**src/sv/delta_length_prefix_bit_packer_defines.svh**
```systemverilog
// Assertion macros used by the packer back end.
`ifndef DELTA_LENGTH_PREFIX_BIT_PACKER_DEFINES_SVH
`define DELTA_LENGTH_PREFIX_BIT_PACKER_DEFINES_SVH

// Same-cycle implication, checked on clk, off while rst is high.
`define DLPBP_ASSERT_NOW(label, ante, cons) \
  label: assert property (@(posedge clk) disable iff (rst) (ante) |-> (cons)) \
    else $error("dlpbp assertion failed");

// Next-cycle implication, checked on clk, off while rst is high.
`define DLPBP_ASSERT_NEXT(label, ante, cons) \
  label: assert property (@(posedge clk) disable iff (rst) (ante) |=> (cons)) \
    else $error("dlpbp assertion failed");

`endif

```
**src/sv/dlpbp_pkg.sv**
```systemverilog
// Types and constants of the delta length-prefix bit packer.
`default_nettype none
package dlpbp_pkg;

  localparam int VALUE_BITS       = 63;
  localparam int WIDTH_FIELD_BITS = 6;
  localparam int CODE_BITS        = WIDTH_FIELD_BITS + VALUE_BITS;
  localparam int PEND_BITS        = 7;
  localparam int BUF_BITS         = CODE_BITS + PEND_BITS;
  localparam int TOT_BITS         = $clog2(BUF_BITS + 1);
  localparam int MAX_RESULTS      = BUF_BITS / 8 + 1;
  localparam int CNT_BITS         = $clog2(MAX_RESULTS + 1);
  localparam int QUEUE_DEPTH      = 4;
  localparam int QPTR_BITS        = $clog2(QUEUE_DEPTH);

  typedef struct packed {
    logic [VALUE_BITS-1:0] value;
    logic                  end_of_block;
  } sample_t;

  typedef struct packed {
    logic [7:0] out_byte;
    logic       last_of_run;
    logic       block_flush;
  } code_t;

  // width field followed by the significant difference bits, left aligned
  typedef struct packed {
    logic [CODE_BITS-1:0]        bits;
    logic [WIDTH_FIELD_BITS-1:0] width;
    logic                        eob;
  } job_t;

endpackage
`default_nettype wire

```
**src/sv/dlpbp_front.sv**
```systemverilog
// Front end: delta against previous value, bit width, left alignment.
`default_nettype none
module dlpbp_front (
  input  wire logic              clk,
  input  wire logic              rst,
  input  wire logic              sample_valid,
  output logic                   sample_ready,
  input  wire dlpbp_pkg::sample_t sample,
  output logic                   job_valid,
  input  wire logic              job_ready,
  output dlpbp_pkg::job_t        job
);
  import dlpbp_pkg::*;

  localparam int NG = (VALUE_BITS + 7) / 8;

  // leading-one search in byte groups
  function automatic logic [WIDTH_FIELD_BITS-1:0] bit_width(input logic [VALUE_BITS-1:0] x);
    logic [NG*8-1:0]             xp;
    logic [WIDTH_FIELD_BITS-1:0] w;
    logic [3:0]                  lw;
    xp = (NG*8)'(x);
    w  = '0;
    for (int g = 0; g < NG; g++) begin
      lw = '0;
      for (int b = 0; b < 8; b++) begin
        if (xp[g*8+b]) lw = 4'(b + 1);
      end
      if (lw != 4'd0) w = WIDTH_FIELD_BITS'(g*8) + WIDTH_FIELD_BITS'(lw);
    end
    return w;
  endfunction

  logic [VALUE_BITS-1:0]       prev;
  logic                        s1_valid;
  logic [VALUE_BITS-1:0]       s1_diff;
  logic                        s1_eob;
  logic                        s2_valid;
  logic [VALUE_BITS-1:0]       s2_diff;
  logic [WIDTH_FIELD_BITS-1:0] s2_width;
  logic                        s2_eob;
  logic                        s1_adv;
  logic                        s2_adv;
  logic                        take;
  logic [WIDTH_FIELD_BITS-1:0] shamt;

  always_comb begin
    s2_adv       = s2_valid && job_ready;
    s1_adv       = s1_valid && (!s2_valid || s2_adv);
    sample_ready = !s1_valid || s1_adv;
    take         = sample_valid && sample_ready;
    shamt        = WIDTH_FIELD_BITS'(VALUE_BITS) - s2_width;
    job_valid    = s2_valid;
    job.bits     = {s2_width, s2_diff << shamt};
    job.width    = s2_width;
    job.eob      = s2_eob;
  end

  always_ff @(posedge clk) begin
    if (rst) begin
      prev     <= '0;
      s1_valid <= 1'b0;
      s2_valid <= 1'b0;
    end else begin
      if (take) begin
        prev <= sample.end_of_block ? '0 : sample.value;
      end
      if (take) begin
        s1_valid <= 1'b1;
      end else if (s1_adv) begin
        s1_valid <= 1'b0;
      end
      if (s1_adv) begin
        s2_valid <= 1'b1;
      end else if (s2_adv) begin
        s2_valid <= 1'b0;
      end
    end
  end

  always_ff @(posedge clk) begin
    if (take) begin
      s1_diff <= sample.value - prev;
      s1_eob  <= sample.end_of_block;
    end
    if (s1_adv) begin
      s2_diff  <= s1_diff;
      s2_width <= bit_width(s1_diff);
      s2_eob   <= s1_eob;
    end
  end

endmodule
`default_nettype wire

```
**src/sv/dlpbp_queue.sv**
```systemverilog
// Short job queue between front and back end.
`default_nettype none
module dlpbp_queue (
  input  wire logic           clk,
  input  wire logic           rst,
  input  wire logic           push_valid,
  output logic                push_ready,
  input  wire dlpbp_pkg::job_t push_data,
  output logic                pop_valid,
  input  wire logic           pop_ready,
  output dlpbp_pkg::job_t     pop_data
);
  import dlpbp_pkg::*;

  job_t                 slots [QUEUE_DEPTH];
  logic [QPTR_BITS-1:0] wr_ptr;
  logic [QPTR_BITS-1:0] rd_ptr;
  logic [QPTR_BITS:0]   fill;
  logic                 push;
  logic                 pop;

  always_comb begin
    push_ready = fill != (QPTR_BITS+1)'(QUEUE_DEPTH);
    pop_valid  = fill != '0;
    push       = push_valid && push_ready;
    pop        = pop_valid && pop_ready;
    pop_data   = slots[rd_ptr];
  end

  always_ff @(posedge clk) begin
    if (rst) begin
      wr_ptr <= '0;
      rd_ptr <= '0;
      fill   <= '0;
    end else begin
      if (push) wr_ptr <= wr_ptr + 1'b1;
      if (pop)  rd_ptr <= rd_ptr + 1'b1;
      if (push && !pop) begin
        fill <= fill + 1'b1;
      end else if (pop && !push) begin
        fill <= fill - 1'b1;
      end
    end
  end

  always_ff @(posedge clk) begin
    if (push) slots[wr_ptr] <= push_data;
  end

endmodule
`default_nettype wire

```
**src/sv/dlpbp_back.sv**
```systemverilog
// Back end: merges a job with pending bits and emits bytes one per cycle while code_ready allows.
`default_nettype none
`include "delta_length_prefix_bit_packer_defines.svh"
module dlpbp_back (
  input  wire logic           clk,
  input  wire logic           rst,
  input  wire logic           job_valid,
  output logic                job_ready,
  input  wire dlpbp_pkg::job_t job,
  output logic                code_valid,
  input  wire logic           code_ready,
  output dlpbp_pkg::code_t    code
);
  import dlpbp_pkg::*;

  logic [BUF_BITS-1:0]  buffer;
  logic [CNT_BITS-1:0]  cnt;
  logic                 fl;
  logic [PEND_BITS-1:0] pend_left;
  logic [2:0]           pc;
  code_t                code_q;
  logic                 valid_q;

  logic                 slot_free;
  logic                 emit;
  logic                 pop;
  logic [BUF_BITS-1:0]  merged;
  logic [BUF_BITS-1:0]  leftover;
  logic [TOT_BITS-1:0]  total;
  logic [CNT_BITS-1:0]  nb;
  logic                 fl_new;

  always_comb begin
    slot_free = !valid_q || code_ready;
    emit      = (cnt != '0) && slot_free;
    pop       = job_valid && ((cnt == '0) || ((cnt == CNT_BITS'(1)) && emit));
    job_ready = pop;
    merged    = {pend_left, {CODE_BITS{1'b0}}} | ({job.bits, {PEND_BITS{1'b0}}} >> pc);
    total     = TOT_BITS'(pc) + TOT_BITS'(WIDTH_FIELD_BITS) + TOT_BITS'(job.width);
    nb        = CNT_BITS'(total >> 3);
    fl_new    = job.eob && (total[2:0] != 3'd0);
    // bits left over once all full bytes of this job are out
    leftover  = merged << {nb, 3'b000};
    code_valid = valid_q;
    code       = code_q;
  end

  always_ff @(posedge clk) begin
    if (rst) begin
      cnt       <= '0;
      pend_left <= '0;
      pc        <= '0;
      valid_q   <= 1'b0;
    end else begin
      if (pop) begin
        cnt       <= nb + CNT_BITS'(fl_new);
        pend_left <= job.eob ? '0 : leftover[BUF_BITS-1 -: PEND_BITS];
        pc        <= job.eob ? 3'd0 : total[2:0];
      end else if (emit) begin
        cnt <= cnt - 1'b1;
      end
      if (emit) begin
        valid_q <= 1'b1;
      end else if (code_ready) begin
        valid_q <= 1'b0;
      end
    end
  end

  always_ff @(posedge clk) begin
    if (emit) begin
      code_q.out_byte    <= buffer[BUF_BITS-1 -: 8];
      code_q.last_of_run <= cnt == CNT_BITS'(1);
      code_q.block_flush <= (cnt == CNT_BITS'(1)) && fl;
    end
    if (pop) begin
      buffer <= merged;
      fl     <= fl_new;
    end else if (emit) begin
      buffer <= buffer << 8;
    end
  end

  `DLPBP_ASSERT_NOW(a_pend_clean, 1'b1, (pend_left & (7'h7F >> pc)) == '0)
  `DLPBP_ASSERT_NOW(a_flush_is_last, valid_q && code_q.block_flush, code_q.last_of_run)
  `DLPBP_ASSERT_NEXT(a_eob_clears, pop && job.eob, pc == 3'd0 && pend_left == '0)

endmodule
`default_nettype wire

```
**src/sv/delta_length_prefix_bit_packer.sv**
```systemverilog
// Each item yields 0 to 10 bytes; a new job is taken only as the last byte of the current one goes out.
// The byte port moves one byte a cycle while code_ready allows.
// A four-deep job queue lets the delta front end run ahead of the byte packer.
// Reset (rst, synchronous): clears previous value, pending bits, pipeline and queue.
`default_nettype none
module delta_length_prefix_bit_packer (
  input  wire logic              clk,
  input  wire logic              rst,
  input  wire logic              sample_valid,
  output logic                   sample_ready,
  input  wire dlpbp_pkg::sample_t sample,
  output logic                   code_valid,
  input  wire logic              code_ready,
  output dlpbp_pkg::code_t       code
);
  import dlpbp_pkg::*;

  logic fj_valid;
  logic fj_ready;
  job_t fj;
  logic bj_valid;
  logic bj_ready;
  job_t bj;

  dlpbp_front u_front (
    .clk          (clk),
    .rst          (rst),
    .sample_valid (sample_valid),
    .sample_ready (sample_ready),
    .sample       (sample),
    .job_valid    (fj_valid),
    .job_ready    (fj_ready),
    .job          (fj)
  );

  dlpbp_queue u_queue (
    .clk        (clk),
    .rst        (rst),
    .push_valid (fj_valid),
    .push_ready (fj_ready),
    .push_data  (fj),
    .pop_valid  (bj_valid),
    .pop_ready  (bj_ready),
    .pop_data   (bj)
  );

  dlpbp_back u_back (
    .clk        (clk),
    .rst        (rst),
    .job_valid  (bj_valid),
    .job_ready  (bj_ready),
    .job        (bj),
    .code_valid (code_valid),
    .code_ready (code_ready),
    .code       (code)
  );

endmodule
`default_nettype wire

```
**config.mk**
```make
export PLATFORM = sky130hd
export DESIGN_NAME = delta_length_prefix_bit_packer
export DESIGN_NICKNAME = d
export VERILOG_FILES = /design/src/sv/dlpbp_pkg.sv /design/src/sv/dlpbp_front.sv /design/src/sv/dlpbp_queue.sv /design/src/sv/dlpbp_back.sv /design/src/sv/delta_length_prefix_bit_packer.sv
export VERILOG_INCLUDE_DIRS = /design/src /design/src/sv
export SDC_FILE = /design/constraint.sdc
export NUM_CORES = 1
export LEC_CHECK = 0
export BUFFER_PORTS_ARGS = -buffer_cell sky130_fd_sc_hd__buf_4
export CAP_MARGIN = 20
export CORE_ASPECT_RATIO = 0.8
export CORE_MARGIN = 5
export CORE_UTILIZATION = 63
export DETAILED_ROUTE_END_ITERATION = 8
export PLACE_DENSITY_LB_ADDON = 0.3
export SLEW_MARGIN = 40
export SYNTH_ARGS = -nofsm -noshare
export SYNTH_HDL_FRONTEND = slang
export SYNTH_SLANG_ARGS = --single-unit
export TNS_END_PERCENT = 5
```
**constraint.sdc**
```tcl
create_clock -name clk -period 6.1 [get_ports clk]
set_input_delay 0.305 -clock clk [delete_from_list [all_inputs] [get_ports clk]]
set_output_delay 0.305 -clock clk [all_outputs]
set_load 0.1 [all_outputs]
```
==> impl_results.md <==
* Outcome: finished, final reports clean
* Vias post-DR at 23300
* GP Congestion at 0.965
* Worst path max stage delay at 540 ps
* Clock Path Buffers at 3
* Worst Skew at 45.5 ps
* CTS tree: yes
* Post-Syn Nets at 3110
* CORE AREA at 0.0511 mm²
* Post-synth EDFFs at 501
* Clk_lat worst skew at 630 ps
* Slew @ Worst Pin at 876 ps
* Element type at the critical path start: flop
* Vias per inst at 6.24
* Max-slew headroom at 0.410
* Final cell count without fillers at 3738
* Chip Height at 213 µm
* Critical path, cell by cell: buf_4 -> inv_2 -> ha_1 -> inv_1 -> ha_1 -> a21oi_1 -> o21bai_1 -> xnor2_4 -> inv_1 -> o21ai_1 -> o22ai_1 -> a2111oi_1 -> o21ai_1
* Fin crit share at 0.652
* Grt ovf at 0
* RSZ-0062 raised after global routing: no
* Clock sinks at 590
* Cell family with most CP delay: compound AO/OA/AOI/OAI gates
* Fin. max-slew vios at 0
* Slowest CP cell: buf_4
* Clock transition at path regs at 70 ps
* HPWL Detailed at 56800 µm
* Complex-gate fraction of the synthesized area at 0.121
* ANT cells at 0
* Ys async rst share at 0
* Post-CTS resize count at 0
* Post-CTS setup repair buffer count at 0
* Crit path buffers/inverters at 4
* Cells taking the most area after synthesis: edfxtp_1, mux4_2, dfxtp_1, nand2_1, mux2i_1
* Final wirelength at 79800 µm
* Largest area contributor in the netlist: edfxtp_1
* Largest family of logic cells by synthesized area: multiplexers
* Seq cells post-synth at 590
* Synthesized area at 0.0325 mm²
* # DRC at 0
* Mux contribution to synthesized area at 0.139
* Initial DRT Pass Iterations at 6
* HP Class: input pin to flop
* Area grow syn2layout at 10.5%
* Top cell type's share of synthesized area at 0.463
* Hold slack at 67.2 ps
* Antenna violations before repair at 0
* Synth Flop Type: edfxtp_1
* Max Fclk at 251 MHz
* CP arrival at 4490 ps
* Gr usage total at 0.281
* Max rail drop VDD at 373 µV
* CP required at 6610 ps
* Mapped Avg Cell Area at 11.0 µm²
* Largest net degree at the start of global routing at 103
* CP Capture Type: flop
* Fraction of the mapped netlist area in adder cells at 0.0315
* CTS Buf Count at 57
* Die ar. at 0.0563 mm²
* Xor/xnor share of the synthesized area at 0.0189
* Pleak at 13.1 nW
* CP Class: flop to flop
* Synth warn at 0
* Starting Density at 0.636
* First-pass GRT wire length at 126000 µm
* Dpl cells at 3570
* CTS H-tree depth at 2
* Highest net fanout along the worst path at 69
* Sequential fraction of the synthesis area at 0.517
* Final setup fails at 0
* Maxcap violations at 0
* Unique cell type count in the Yosys netlist at 80
* FP Rows at 74
* Fin. Hold Viols at 0
* CTS Root Cell: clkbuf_16
* Post-route ant nets at 0
* Final net count at 3156
* Setup TNS Final at 0 ps
* Routed len/inst at 21.4 µm
* Die width at 264 µm
* Post-route minimum period at 3980 ps
* Hold_buf cts at 62
* Share of cells above drive strength 1 at 0.133
* Fraction of the mapped netlist area in simple logic gates at 0.134
* Most frequent cell after synthesis: edfxtp_1
* DRT iter0 DRCs at 2533
* I/O Buffers at 79
* Post-Syn Instances at 2962
* IO Pins at 80
* Pwr Density at 398 mW/mm²
* Vias in the first global route at 22400
* Synth cell count leaders: edfxtp_1, nand2_1, nor2_1, a21oi_1, o21ai_0
==> through the flow <==
stage	setup WS, ps	instance area (µm²)	power, mW	utilization
after detailed placement	1940	33400	10.8	0.654
after global placement	2000	33400	10.7	0.654
final	2120	35900	14.3	0.703
after global routing	1860	35900	15.0	0.703
after CTS	1910	35900	14.3	0.702
after floorplan	1800	32500	9.34	-
==> registers in the layout (all words and copies together), names as in the netlist, named ones only <==
name and count:
u_back.code 10, u_queue.slots 280, u_back.fl 1, u_queue.rd_ptr 2
u_front.s1_valid 1, u_front.s1_diff 63, u_front.s1_eob 1, u_front.s2_eob 1
u_back.pend_left 7, u_back.buffer 76, u_back.code_valid 1, u_back.pc 3
u_front.s2_width 6, u_front.job_valid 1, u_queue.fill 3, u_back.cnt 4
u_front.prev 63, u_front.s2_diff 63, u_queue.wr_ptr 2
==> cells in the final DEF (no fill, tap or decap), types with 22 or more instances in the layout <==
| cell | netlist | layout |
|---|---|---|
| a211oi_1 | 30 | 29 |
| buf_4 | 1 | 97 |
| nor2_1 | 289 | 289 |
| mux4_2 | 109 | 109 |
| ha_1 | 77 | 77 |
| a21oi_1 | 201 | 201 |
| dfxtp_1 | 89 | 85 |
| inv_1 | 115 | 112 |
| nand3b_1 | 61 | 61 |
| dlygate4sd3_1 | 0 | 62 |
| a31oi_1 | 24 | 24 |
| nand3_1 | 38 | 38 |
| a21o_1 | 45 | 45 |
| xor2_1 | 24 | 24 |
| o21ai_0 | 183 | 183 |
| nor2b_1 | 23 | 22 |
| clkbuf_16 | 0 | 57 |
| xnor2_1 | 43 | 42 |
| o22ai_1 | 22 | 22 |
| nor3_1 | 32 | 32 |
| edfxtp_1 | 501 | 501 |
| nand2_1 | 446 | 445 |
| mux2i_1 | 112 | 112 |
| mux2_2 | 61 | 61 |
==> final timing paths <==
check	start	endpoint	slack, ps	depth (start not counted)
worst min register to register	u_front.s1_eob	u_front.s2_eob	420	0
worst min-delay path	code_ready	u_back.code_valid	70	3
worst max-delay path	u_back.pc[1]	u_back.pend_left[4]	2120	13
worst max register to register	u_back.pc[1]	u_back.pend_left[4]	2120	13
==> tightest hold or removal path, stage by stage <==
cell,delay [ps]
buf_4,80
nand2b_1,140
a31oi_1,100
==> logic make-up after synthesis <==
kind of cell / after synthesis
and+or+nand+nor: 983
buffers and inverters: 304
DFF: 590
AOI/OAI and AO/OA: 645
xor gates and xnor gates: 68
adders and majority gates: 80
muxes: 292
==> cell type report <==
type,count,area (µm²)
Clock inverter,29,304
Clock buffer,76,1530
Multi-Input combinational cell,2068,14500
Timing Repair Buffer,170,1480
Sequential cell,590,16800
Tap cell,684,856
Inverter,121,463
Fill cell,3677,15200
==> layer usage <==
layer  track usage  share of wire  vias up
met1         0.397           0.43    11200
met5             0              0        -
met2         0.464           0.48      945
met4        0.0771          0.028        0
met3        0.0416          0.070      138
li1              -              -    11000
==> power breakdown <==
group | leakage [nW] | internal (mW) | switching [mW]
Sequential | 5.40 | 5.20 | 0.257
Clock | 0.885 | 1.94 | 1.52
Combinational | 6.82 | 1.95 | 3.43
(Power assumes the default switching activity.)
